--- config.mk ---
export PLATFORM = sky130hd
export DESIGN_NAME = http_chunked_body_decoder_flat
export DESIGN_NICKNAME = d
export VERILOG_FILES = /design/src/hcbd_pkg.sv /design/src/hcbd_stream_if.sv /design/src/http_chunked_body_decoder.sv /design/src/hcbd_in_stage.sv /design/src/hcbd_decoder.sv /design/src/hcbd_out_stage.sv /design/src/flat_wrapper.sv
export SDC_FILE = /design/constraint.sdc
export NUM_CORES = 1
export LEC_CHECK = 0
export BUFFER_PORTS_ARGS = -buffer_cell sky130_fd_sc_hd__buf_4
export CAP_MARGIN = 0
export CORE_MARGIN = 2
export CORE_UTILIZATION = 60
export DETAILED_ROUTE_END_ITERATION = 16
export PLACE_DENSITY = 0.79
export SLEW_MARGIN = 30
export SYNTH_ARGS = -nofsm -noshare
export SYNTH_HDL_FRONTEND = slang
export SYNTH_SLANG_ARGS = --single-unit
--- constraint.sdc ---
create_clock -name clk_i -period 8.27 [get_ports clk_i]
set_input_delay 1.2405 -clock clk_i [delete_from_list [all_inputs] [get_ports clk_i]]
set_output_delay 1.2405 -clock clk_i [all_outputs]
set_load 0.01 [all_outputs]
--- src/hcbd_pkg.sv ---
package hcbd_pkg;

  localparam int unsigned SIZE_BITS_DEF = 32;
  localparam int unsigned TOTAL_BITS    = 32;

  localparam logic [7:0] CH_CR = 8'h0D;
  localparam logic [7:0] CH_LF = 8'h0A;

  typedef enum logic [2:0] {
    ST_RUN      = 3'd0,
    ST_DONE     = 3'd1,
    ST_NO_DIGIT = 3'd2,
    ST_BAD_END  = 3'd3,
    ST_EARLY    = 3'd4,
    ST_OVERFLOW = 3'd5
  } status_e;

  typedef enum logic [6:0] {
    PH_START  = 7'b0000001,
    PH_DIGITS = 7'b0000010,
    PH_SKIP   = 7'b0000100,
    PH_DATA   = 7'b0001000,
    PH_END_CR = 7'b0010000,
    PH_END_LF = 7'b0100000,
    PH_STOP   = 7'b1000000
  } phase_e;

  typedef struct packed {
    logic [7:0] byte_in;
    logic       last_byte;
  } item_t;

  typedef struct packed {
    logic [7:0]            payload_byte;
    logic                  payload_valid;
    status_e               status;
    logic [TOTAL_BITS-1:0] payload_total;
  } result_t;

  typedef struct packed {
    logic       ok;
    logic [3:0] val;
  } hex_t;

  function automatic hex_t hex_decode(logic [7:0] c);
    hex_t h;
    h.ok  = 1'b1;
    h.val = 4'd0;
    if (c >= 8'h30 && c <= 8'h39) begin
      h.val = c[3:0];
    end else if ((c >= 8'h61 && c <= 8'h66) || (c >= 8'h41 && c <= 8'h46)) begin
      h.val = c[3:0] + 4'd9;
    end else begin
      h.ok = 1'b0;
    end
    return h;
  endfunction

endpackage

--- src/hcbd_stream_if.sv ---
interface hcbd_in_if;
  logic       valid;
  logic       ready;
  logic [7:0] byte_in;
  logic       last_byte;

  modport source (output valid, output byte_in, output last_byte, input ready);
  modport sink   (input valid, input byte_in, input last_byte, output ready);
endinterface

interface hcbd_out_if;
  logic        valid;
  logic        ready;
  logic [7:0]  payload_byte;
  logic        payload_valid;
  logic [2:0]  status;
  logic [31:0] payload_total;

  modport source (output valid, output payload_byte, output payload_valid,
                  output status, output payload_total, input ready);
  modport sink   (input valid, input payload_byte, input payload_valid,
                  input status, input payload_total, output ready);
endinterface

--- src/http_chunked_body_decoder.sv ---
// HTTP/1.1 chunked body decoder. Feed the body one byte per item and flag its
// final byte with last_byte; every input item yields exactly one result item
// carrying the payload byte (zero unless payload_valid), the status (running,
// done, or a sticky error code) and the saturating count of payload bytes so
// far. The block takes one item per clock as long as the result side keeps
// taking them: the byte sits in an input register, the decode logic updates
// the chunk state and fills the result register, and the result item is
// presented from that register.
// After the last byte all decode state returns to the start of a new body.
module http_chunked_body_decoder #(
  parameter int unsigned SIZE_BITS = hcbd_pkg::SIZE_BITS_DEF
) (
  input  logic       clk_i,
  input  logic       rst_ni,
  hcbd_in_if.sink    in_ch_i,
  hcbd_out_if.source out_ch_o
);
  import hcbd_pkg::*;

  logic    stage_valid;
  item_t   stage_item;
  logic    out_can_load;
  logic    step;
  result_t step_result;

  // Advance the decoder whenever a byte is held and the result slot is free.
  assign step = stage_valid && out_can_load;

  // Hold the accepted byte until the decoder consumes it.
  hcbd_in_stage u_in_stage (
    .clk_i   (clk_i),
    .rst_ni  (rst_ni),
    .in_ch_i (in_ch_i),
    .take_i  (step),
    .valid_o (stage_valid),
    .item_o  (stage_item)
  );

  // Chunk-framing state and the per-byte decode.
  hcbd_decoder #(
    .SIZE_BITS (SIZE_BITS)
  ) u_decoder (
    .clk_i    (clk_i),
    .rst_ni   (rst_ni),
    .step_i   (step),
    .item_i   (stage_item),
    .result_o (step_result)
  );

  // Result register toward the sink.
  hcbd_out_stage u_out_stage (
    .clk_i      (clk_i),
    .rst_ni     (rst_ni),
    .load_i     (step),
    .result_i   (step_result),
    .can_load_o (out_can_load),
    .out_ch_o   (out_ch_o)
  );

  // A waiting result must never be overwritten.
  assert property (@(posedge clk_i) disable iff (!rst_ni)
    (out_ch_o.valid && !out_ch_o.ready) |-> !step)
    else $error("result overwritten while stalled");

  // Input backpressure only when a byte is held and cannot move on.
  assert property (@(posedge clk_i) disable iff (!rst_ni)
    !in_ch_i.ready |-> (stage_valid && !out_can_load))
    else $error("input stalled without cause");

  // A result without payload carries a zero byte.
  assert property (@(posedge clk_i) disable iff (!rst_ni)
    (out_ch_o.valid && !out_ch_o.payload_valid) |-> (out_ch_o.payload_byte == 8'd0))
    else $error("stray payload byte");
endmodule

--- src/hcbd_in_stage.sv ---
module hcbd_in_stage (
  input  logic          clk_i,
  input  logic          rst_ni,
  hcbd_in_if.sink       in_ch_i,
  input  logic          take_i,
  output logic          valid_o,
  output hcbd_pkg::item_t item_o
);
  import hcbd_pkg::*;

  logic  valid_q, valid_d;
  item_t item_q, item_d;

  // Refill whenever the held item leaves this cycle or the stage is empty.
  assign in_ch_i.ready = !valid_q || take_i;

  always_comb begin
    valid_d = valid_q;
    item_d  = item_q;
    if (in_ch_i.ready) begin
      valid_d = in_ch_i.valid;
      item_d  = '{byte_in: in_ch_i.byte_in, last_byte: in_ch_i.last_byte};
    end
  end

  always_ff @(posedge clk_i or negedge rst_ni) begin
    if (!rst_ni) begin
      valid_q <= 1'b0;
    end else begin
      valid_q <= valid_d;
    end
  end

  always_ff @(posedge clk_i) begin
    item_q <= item_d;
  end

  assign valid_o = valid_q;
  assign item_o  = item_q;
endmodule

--- src/hcbd_decoder.sv ---
module hcbd_decoder #(
  parameter int unsigned SIZE_BITS = hcbd_pkg::SIZE_BITS_DEF
) (
  input  logic              clk_i,
  input  logic              rst_ni,
  input  logic              step_i,
  input  hcbd_pkg::item_t   item_i,
  output hcbd_pkg::result_t result_o
);
  import hcbd_pkg::*;

  phase_e                phase_q, phase_d;
  logic [SIZE_BITS-1:0]  chunk_size_q, chunk_size_d;
  logic [SIZE_BITS-1:0]  bytes_left_q, bytes_left_d;
  logic                  saw_cr_q, saw_cr_d;
  logic [TOTAL_BITS-1:0] total_q, total_d;
  status_e               status_q, status_d;

  hex_t                  hex;
  logic [SIZE_BITS-1:0]  left_dec;
  logic                  data_beat;

  assign hex      = hex_decode(item_i.byte_in);
  assign left_dec = bytes_left_q - SIZE_BITS'(1);

  always_comb begin
    phase_d      = phase_q;
    chunk_size_d = chunk_size_q;
    bytes_left_d = bytes_left_q;
    saw_cr_d     = saw_cr_q;
    total_d      = total_q;
    status_d     = status_q;
    data_beat    = 1'b0;

    unique case (phase_q)
      PH_START: begin
        if (!hex.ok) begin
          phase_d  = PH_STOP;
          status_d = ST_NO_DIGIT;
        end else begin
          chunk_size_d = SIZE_BITS'(hex.val);
          phase_d      = PH_DIGITS;
        end
      end
      PH_DIGITS: begin
        if (hex.ok) begin
          if (chunk_size_q[SIZE_BITS-1 -: 4] != 4'd0) begin
            phase_d  = PH_STOP;
            status_d = ST_OVERFLOW;
          end else begin
            chunk_size_d = {chunk_size_q[SIZE_BITS-5:0], hex.val};
          end
        end else if (chunk_size_q == '0) begin
          phase_d  = PH_STOP;
          status_d = ST_DONE;
        end else begin
          bytes_left_d = chunk_size_q;
          saw_cr_d     = (item_i.byte_in == CH_CR);
          phase_d      = PH_SKIP;
        end
      end
      PH_SKIP: begin
        if (saw_cr_q && item_i.byte_in == CH_LF) begin
          saw_cr_d = 1'b0;
          phase_d  = PH_DATA;
        end else begin
          saw_cr_d = (item_i.byte_in == CH_CR);
        end
      end
      PH_DATA: begin
        data_beat    = 1'b1;
        total_d      = (total_q != '1) ? total_q + TOTAL_BITS'(1) : total_q;
        bytes_left_d = left_dec;
        if (left_dec == '0) phase_d = PH_END_CR;
      end
      PH_END_CR: begin
        if (item_i.byte_in == CH_CR) begin
          phase_d = PH_END_LF;
        end else begin
          phase_d  = PH_STOP;
          status_d = ST_BAD_END;
        end
      end
      PH_END_LF: begin
        if (item_i.byte_in == CH_LF) begin
          phase_d = PH_START;
        end else begin
          phase_d  = PH_STOP;
          status_d = ST_BAD_END;
        end
      end
      PH_STOP: begin
      end
      default: begin
        phase_d = PH_STOP;
      end
    endcase

    // Close out the body on its last byte.
    if (item_i.last_byte) begin
      if (phase_d == PH_DIGITS && chunk_size_d == '0) begin
        phase_d  = PH_STOP;
        status_d = ST_DONE;
      end
      if (phase_d != PH_STOP) begin
        phase_d  = PH_STOP;
        status_d = ST_EARLY;
      end
    end

    result_o.payload_byte  = data_beat ? item_i.byte_in : 8'd0;
    result_o.payload_valid = data_beat;
    result_o.status        = status_d;
    result_o.payload_total = total_d;

    if (item_i.last_byte) begin
      phase_d      = PH_START;
      chunk_size_d = '0;
      bytes_left_d = '0;
      saw_cr_d     = 1'b0;
      total_d      = '0;
      status_d     = ST_RUN;
    end
  end

  always_ff @(posedge clk_i or negedge rst_ni) begin
    if (!rst_ni) begin
      phase_q      <= PH_START;
      chunk_size_q <= '0;
      bytes_left_q <= '0;
      saw_cr_q     <= 1'b0;
      total_q      <= '0;
      status_q     <= ST_RUN;
    end else if (step_i) begin
      phase_q      <= phase_d;
      chunk_size_q <= chunk_size_d;
      bytes_left_q <= bytes_left_d;
      saw_cr_q     <= saw_cr_d;
      total_q      <= total_d;
      status_q     <= status_d;
    end
  end
endmodule

--- src/hcbd_out_stage.sv ---
module hcbd_out_stage (
  input  logic              clk_i,
  input  logic              rst_ni,
  input  logic              load_i,
  input  hcbd_pkg::result_t result_i,
  output logic              can_load_o,
  hcbd_out_if.source        out_ch_o
);
  import hcbd_pkg::*;

  logic    valid_q, valid_d;
  result_t result_q;

  assign can_load_o = !valid_q || out_ch_o.ready;

  always_comb begin
    valid_d = valid_q;
    if (load_i) begin
      valid_d = 1'b1;
    end else if (out_ch_o.ready) begin
      valid_d = 1'b0;
    end
  end

  always_ff @(posedge clk_i or negedge rst_ni) begin
    if (!rst_ni) begin
      valid_q <= 1'b0;
    end else begin
      valid_q <= valid_d;
    end
  end

  always_ff @(posedge clk_i) begin
    if (load_i) result_q <= result_i;
  end

  assign out_ch_o.valid         = valid_q;
  assign out_ch_o.payload_byte  = result_q.payload_byte;
  assign out_ch_o.payload_valid = result_q.payload_valid;
  assign out_ch_o.status        = result_q.status;
  assign out_ch_o.payload_total = result_q.payload_total;
endmodule

--- src/flat_wrapper.sv ---
// flat-port wrapper written by rule: the top's interface ports become plain ports
module http_chunked_body_decoder_flat import hcbd_pkg::*;
#(
  parameter int unsigned SIZE_BITS = hcbd_pkg::SIZE_BITS_DEF
)
  (clk_i, rst_ni, in_ch_i_valid, in_ch_i_byte_in, in_ch_i_last_byte, in_ch_i_ready, out_ch_o_valid, out_ch_o_payload_byte, out_ch_o_payload_valid, out_ch_o_status, out_ch_o_payload_total, out_ch_o_ready);
  hcbd_in_if in_ch_i_i ();
  hcbd_out_if out_ch_o_i ();
  input  logic clk_i;
  input  logic rst_ni;
  input wire logic [$bits(in_ch_i_i.valid)-1:0] in_ch_i_valid;
  input wire logic [$bits(in_ch_i_i.byte_in)-1:0] in_ch_i_byte_in;
  input wire logic [$bits(in_ch_i_i.last_byte)-1:0] in_ch_i_last_byte;
  output wire logic [$bits(in_ch_i_i.ready)-1:0] in_ch_i_ready;
  output wire logic [$bits(out_ch_o_i.valid)-1:0] out_ch_o_valid;
  output wire logic [$bits(out_ch_o_i.payload_byte)-1:0] out_ch_o_payload_byte;
  output wire logic [$bits(out_ch_o_i.payload_valid)-1:0] out_ch_o_payload_valid;
  output wire logic [$bits(out_ch_o_i.status)-1:0] out_ch_o_status;
  output wire logic [$bits(out_ch_o_i.payload_total)-1:0] out_ch_o_payload_total;
  input wire logic [$bits(out_ch_o_i.ready)-1:0] out_ch_o_ready;
  assign in_ch_i_i.valid = in_ch_i_valid;
  assign in_ch_i_i.byte_in = in_ch_i_byte_in;
  assign in_ch_i_i.last_byte = in_ch_i_last_byte;
  assign in_ch_i_ready = in_ch_i_i.ready;
  assign out_ch_o_valid = out_ch_o_i.valid;
  assign out_ch_o_payload_byte = out_ch_o_i.payload_byte;
  assign out_ch_o_payload_valid = out_ch_o_i.payload_valid;
  assign out_ch_o_status = out_ch_o_i.status;
  assign out_ch_o_payload_total = out_ch_o_i.payload_total;
  assign out_ch_o_i.ready = out_ch_o_ready;
  http_chunked_body_decoder #(.SIZE_BITS(SIZE_BITS)) u_core (.clk_i(clk_i), .rst_ni(rst_ni), .in_ch_i(in_ch_i_i), .out_ch_o(out_ch_o_i));
endmodule
Word-level counts from Yosys, hierarchy flattened

Cells that the tools add are included.

$add $sub $neg: 3
Multipliers: 0
Div/mod/pow operators: 0
$lt $le $gt $ge: 6
Equality and inequality tests: 14
Shift operators: 0
Muxes and demuxes: 47
Bitwise operators: 0
Reductions and logical operators: 20

Operators by type and width:

| cell                                                                   | number |
|---|---|
| 32-bit 2-to-1 mux                                                      | 10 |
| 32-bit one-hot mux with 2 select lines                                 | 2 |
| 32-bit logical NOT                                                     | 3 |
| 7-bit 2-to-1 mux                                                       | 11 |
| 7-bit one-hot mux with 7 select lines                                  | 1 |
| 32-bit by 1-bit adder with 32-bit output (second input constant)       | 1 |
| 32-bit inequality test (second input constant)                         | 1 |
| 32-bit by 1-bit subtractor with 32-bit output (second input constant)  | 1 |
| 3-bit 2-to-1 mux                                                       | 10 |
| 8-bit by 4-bit == test with 1-bit output (second input constant)       | 2 |
| 8-bit by 7-bit >= comparator with 1-bit output (second input constant) | 2 |
| 8-bit by 7-bit <= comparator with 1-bit output (second input constant) | 2 |
| 7-bit by 2-bit == test with 1-bit output (second input constant)       | 2 |
| 3-bit one-hot mux with 4 select lines                                  | 1 |
| 1-bit 2-to-1 mux                                                       | 9 |
| 8-bit by 6-bit >= comparator with 1-bit output (second input constant) | 1 |
| 8-bit by 6-bit <= comparator with 1-bit output (second input constant) | 1 |
| 4-bit 2-to-1 mux                                                       | 2 |
| 4-bit AND reduction                                                    | 2 |
| 7-bit by 1-bit == test with 1-bit output (second input constant)       | 1 |
| 7-bit by 3-bit == test with 1-bit output (second input constant)       | 1 |
| 7-bit by 4-bit == test with 1-bit output (second input constant)       | 1 |
| 7-bit by 5-bit == test with 1-bit output (second input constant)       | 1 |
| 7-bit by 6-bit == test with 1-bit output (second input constant)       | 1 |
| other kinds (11)                                                       | 21 |

Bits in registers: 162
Bits in latches: 0
RAM bits: 0
Memory bits (read-only): 0
Input port bits: 13
Memories: 0

Longest topological paths before layout

Depth after elaboration: 16
Gate-level depth with buffers: 13
Mapped depth without buffers: 10

Cells and area by module

A second synthesis with hierarchy kept.

Cell total of the unflattened synthesis: 951
Area total of the unflattened synthesis: 9186.3 um^2

Modules (own cells, without submodules):

| module                    | instances | cells an instance | area each (um^2) | sequential area each (um^2) |
|---|---|---|---|---|
| hcbd_decoder              | 1         | 891               | 7493.4           | 2678.8 |
| hcbd_out_stage            | 1         | 47                | 1368.8           | 1346.3 |
| hcbd_in_stage             | 1         | 12                | 317.8            | 295.3 |
| http_chunked_body_decoder | 1         | 1                 | 6.3              | 0.0 |

Worst setup path after synthesis

No wires, ideal clock.

Kind: input to register
Start: in out_ch_o_ready
End: reg u_core.u_decoder.total_q[27]
Arrival: 3.471 ns
Setup slack: 4.665 ns
Stages: 7
Path buffers: 1
Cells stage by stage: nand2b_1 > nand2_1 > inv_1 > clkbuf_1 > o21ai_0 > nand2_1 > o21ai_0

Cells in the longest elaborated chain, start to end: 2

RTL lines:

| element                | line                            | text |
|---|---|---|
| start: declaration     | flat_wrapper.sv:20              | `input wire logic [$bits(out_ch_o_i.ready)-1:0] out_ch_o_ready;` |
| 1-bit logical OR       | hcbd_out_stage.sv:14            | `assign can_load_o = !valid_q \|\| out_ch_o.ready;` |
| 1-bit logical AND      | http_chunked_body_decoder.sv:27 | `assign step = stage_valid && out_can_load;` |
| via u_core.step        | http_chunked_body_decoder.sv:23 | `logic step;` |
| end signal: assignment | hcbd_decoder.sv:139             | `total_q <= total_d;` |
| end: declaration       | hcbd_decoder.sv:16              | `logic [TOTAL_BITS-1:0] total_q, total_d;` |

The timed path passes the listed nets, and every way through them passes these cells.
A chain may end at the register's enable or synchronous reset.

==> flow_summary.json <==
{
  "fmaxAchievable_mhz": 295.4,
  "placed_cells_incl_taps": 1136,
  "die-area_um2": 15830,
  "cts_hold_buffers": 0,
  "timing.critical_path.max_delay_family": "simple AND/OR/NAND/NOR gates",
  "worst_ep_required_time_ns": 8.44,
  "wl_um": 22370,
  "multi_input_area_um2": 4265,
  "flow.area_growth_from_synthesis_pct": 12.59,
  "total_leakage_power_uw": 0.004002,
  "route.detailed.drc": 0,
  "postLayoutSetupSlackWorst_ns": 4.885,
  "pin_count": 59,
  "synth.avg_cell_area_um2": 9.420,
  "grt_max_degree": 70,
  "drtPass1Iterations": 6,
  "highest_count_cells_in_the_layout_ignoring_fill_and_taps": "sky130_fd_sc_hd__o21ai_0 (125), sky130_fd_sc_hd__dfrtp_1 (108), sky130_fd_sc_hd__nand2_1 (95)",
  "drt-vias-per-instance": 6.556,
  "yosys_top_cell_by_area": "sky130_fd_sc_hd__dfrtp_1",
  "setup_violations": 0,
  "worst_setup_path_start_kind": "register",
  "worstPathArrival_ns": 3.56,
  "postSynth.asyncResetShare_pct": 67.28,
  "gp_congestion": 0.9287,
  "dr_total_vias": 7657,
  "dp.final_hpwl_um": 14410,
  "hold_class": "reg2reg",
  "detailedPlace.worstSlack_ns": 4.755,
  "synth_warnings": 0,
  "global_route.usage.total_pct": 28.69,
  "cts.path.max_buffers": 2,
  "drt-initial-drc-count": 877,
  "floorplan.initialDensity_pct": 61.25,
  "maxCapViolCount": 0,
  "netlist-cell-type-count": 82,
  "final_nets": 991,
  "cell_area_after_synthesis_um2": 8902,
  "routedWlPerCell_um": 19.15,
  "synth_flop_cell": "sky130_fd_sc_hd__dfrtp_1",
  "finalWorstPathRequiredPeriod_ns": 3.385,
  "period_share_pct": 40.93,
  "site_row_count": 44,
  "synth_top_area_cells": "sky130_fd_sc_hd__dfrtp_1 (30%), sky130_fd_sc_hd__edfxtp_1 (18%), sky130_fd_sc_hd__o21ai_0 (7.0%), sky130_fd_sc_hd__nand2_1 (4.1%), sky130_fd_sc_hd__a21oi_1 (3.3%)",
  "worst_skew_pair_latency_ns": 0.44,
  "die_height_um": 125.8,
  "final.setup_skew_ns": 0.01067,
  "outcome": "finished clean",
  "grt_overflow_total": 0,
  "max_stage_delay_ns": 0.53,
  "buffering_stage_count_on_the_worst_path_with_inverters_included": 2,
  "clk_pin_slew_ns": 0.06,
  "first_global_vias": 7141,
  "finalHoldViolCount": 0,
  "critPathKind": "reg2reg",
  "critical_path_peak_fanout": 64,
  "timing.critical_path.cells": "nor2_1, nand4b_1, buf_4, inv_2, and2_1, nor3b_1, nand3_1, xnor2_1",
  "clock-root-buffer": "sky130_fd_sc_hd__clkbuf_16",
  "htreeDepth": 4,
  "layout.cells.most_common": "sky130_fd_sc_hd__o21ai_0",
  "post_cts.repair.setup_buffers": 0,
  "synth_top_area_share_pct": 30.36,
  "fin_cells": 1168,
  "core_um2": 14530,
  "cts_made_buffers": 17,
  "antenna-diode-count": 0,
  "number_of_sinks_on_the_clock_net": 162,
  "clock_tree_from_tritoncts": "done",
  "seqCellArea_um2": 4320,
  "finalCoreUtilization_pct": 68.97,
  "crit_path_top_delay_cell": "sky130_fd_sc_hd__nor3b_1",
  "chipWidth_um": 125.8,
  "grt_setup_unrepaired": "no",
  "ys_ff_latch": 162,
  "synth_fp_nets": 965,
  "timing.final.max_slew_violations": 0,
  "synth_cells": 945,
  "wire_length_of_the_first_global_routing_pass_um": 36800,
  "synth_edf_count": 53,
  "share_of_cells_above_drive_strength_1_pct": 13.72,
  "cellPowerDensity_nw_per_um2": 207.9,
  "post_synthesis_sequential_area_ratio_pct": 48.53,
  "quantity_of_i_o_buffers_inserted_on_ports": 58,
  "ir_worst_vdd_uv": 144.6,
  "timing.critical_path.to_type": "register",
  "worst_pin_slew_ns": 0.9576,
  "final_antenna_net_count": 0,
  "layout.filler_cells": 1131,
  "postCtsResizedCells": 0,
  "antenna_found_initial": 0,
  "max-slew-margin-rel_pct": 36.01,
  "finalSetupTns_ns": 0
}
layer usage:
metal | GRT usage, % | part of all wire, % | routed length [um]
met5 | 0 | 0 | 0
met4 | 12.28 | 2.7 | 604
met3 | 5.395 | 6.8 | 1530
met2 | 45.21 | 48 | 10800
met1 | 39.39 | 42 | 9436
per-stage QoR:
step / power (uW) / instance area (um^2) / hold slack [ns]
2_1_floorplan: 1123 / 8902 / 0.4502
3_3_place_gp: 1222 / 9373 / 0.4811
3_5_place_dp: 1228 / 9380 / 0.4838
4_1_cts: 2084 / 10020 / 0.4996
5_1_grt: 2155 / 10020 / 0.5198
6_report: 2083 / 10020 / 0.4942
layout make-up:
class / instances / share of cell area (%)
timing repair buffer: 67 / 5.018
clock buffer: 19 / 4.319
multi-input combinational: 706 / 42.55
inverter: 17 / 0.6366
sequential: 162 / 43.10
clock inverter: 13 / 2.072
tap: 184 / 2.297
final timing paths:
path / startpoint / endpoint / slack (ns) / cells after the start
min reg2reg: u_core.u_decoder.status_q[1]$_DFFE_PN0P_ / u_core.u_decoder.status_q[1]$_DFFE_PN0P_ / 0.49 / 2
max reg2reg: u_core.u_decoder.phase_q[4]$_DFFE_PN0P_ / u_core.u_out_stage.out_ch_o.payload_total[7]$_DFFE_PP_ / 4.88 / 8
min: u_core.u_decoder.status_q[1]$_DFFE_PN0P_ / u_core.u_decoder.status_q[1]$_DFFE_PN0P_ / 0.49 / 2
max in group asynchronous: rst_ni / u_core.u_decoder.bytes_left_q[17]$_DFFE_PN0P_ / 6.21 / 2
max: u_core.u_decoder.phase_q[4]$_DFFE_PN0P_ / u_core.u_out_stage.out_ch_o.payload_total[7]$_DFFE_PP_ / 4.88 / 8
min in group asynchronous: rst_ni / u_core.u_decoder.total_q[17]$_DFFE_PN0P_ / 0.86 / 1
cells in the mapped netlist, drive strengths merged (7+ instances only):
cell	instances
o21ai	130
dfrtp	108
nand2	100
nor2	68
a21oi	61
edfxtp	53
clkbuf	46
nor3	37
a22oi	30
xnor2	23
nand3	22
nor4	22
o31ai	22
inv	16
nand4	15
xor2	15
and2	14
buf	14
a22o	12
a31oi	12
and3	11
nor2b	8
nor3b	8
ha	7
nand2b	7
cell families (layout without fill, tap and decap cells):
kind of cell / count (synthesis) / count (layout) / synth area share, %
mux: 3 / 3 / 0.3654
compound gates: 313 / 313 / 21.84
flops: 162 / 162 / 48.53
fa+ha+maj: 7 / 7 / 0.9838
buf+inv: 77 / 116 / 3.738
simple gates: 345 / 345 / 20.80
xor+xnor: 38 / 38 / 3.739
registers in the layout, summed over array words and instances (netlist names):
register and count:
u_core.u_decoder.status_q 3, u_core.u_in_stage.item_o 9, u_core.u_out_stage.out_ch_o.payload_byte 8, u_core.u_decoder.chunk_size_q 32, u_core.u_decoder.total_q 32, u_core.u_decoder.phase_q 7
u_core.u_in_stage.valid_o 1, u_core.u_decoder.bytes_left_q 32, u_core.u_decoder.saw_cr_q 1, u_core.u_out_stage.out_ch_o.status 3, u_core.u_out_stage.out_ch_o.payload_total 32, u_core.u_out_stage.out_ch_o.payload_valid 1
u_core.u_out_stage.out_ch_o.valid 1
worst reg2reg max path, cell delays in order, from the launching register on:
cell and delay [ns]:
sky130_fd_sc_hd__dfrtp_1 0.49, sky130_fd_sc_hd__nor2_1 0.32, sky130_fd_sc_hd__nand4b_1 0.14, sky130_fd_sc_hd__buf_4 0.34, sky130_fd_sc_hd__inv_2 0.43, sky130_fd_sc_hd__and2_1 0.46
sky130_fd_sc_hd__nor3b_1 0.53, sky130_fd_sc_hd__nand3_1 0.24, sky130_fd_sc_hd__xnor2_1 0.18
report_power, final:
part           internal [uW]  switching (uW)
Clock                    537             325
Combinational            111             216
Sequential               864            30.4
(Power assumes the default switching activity.)
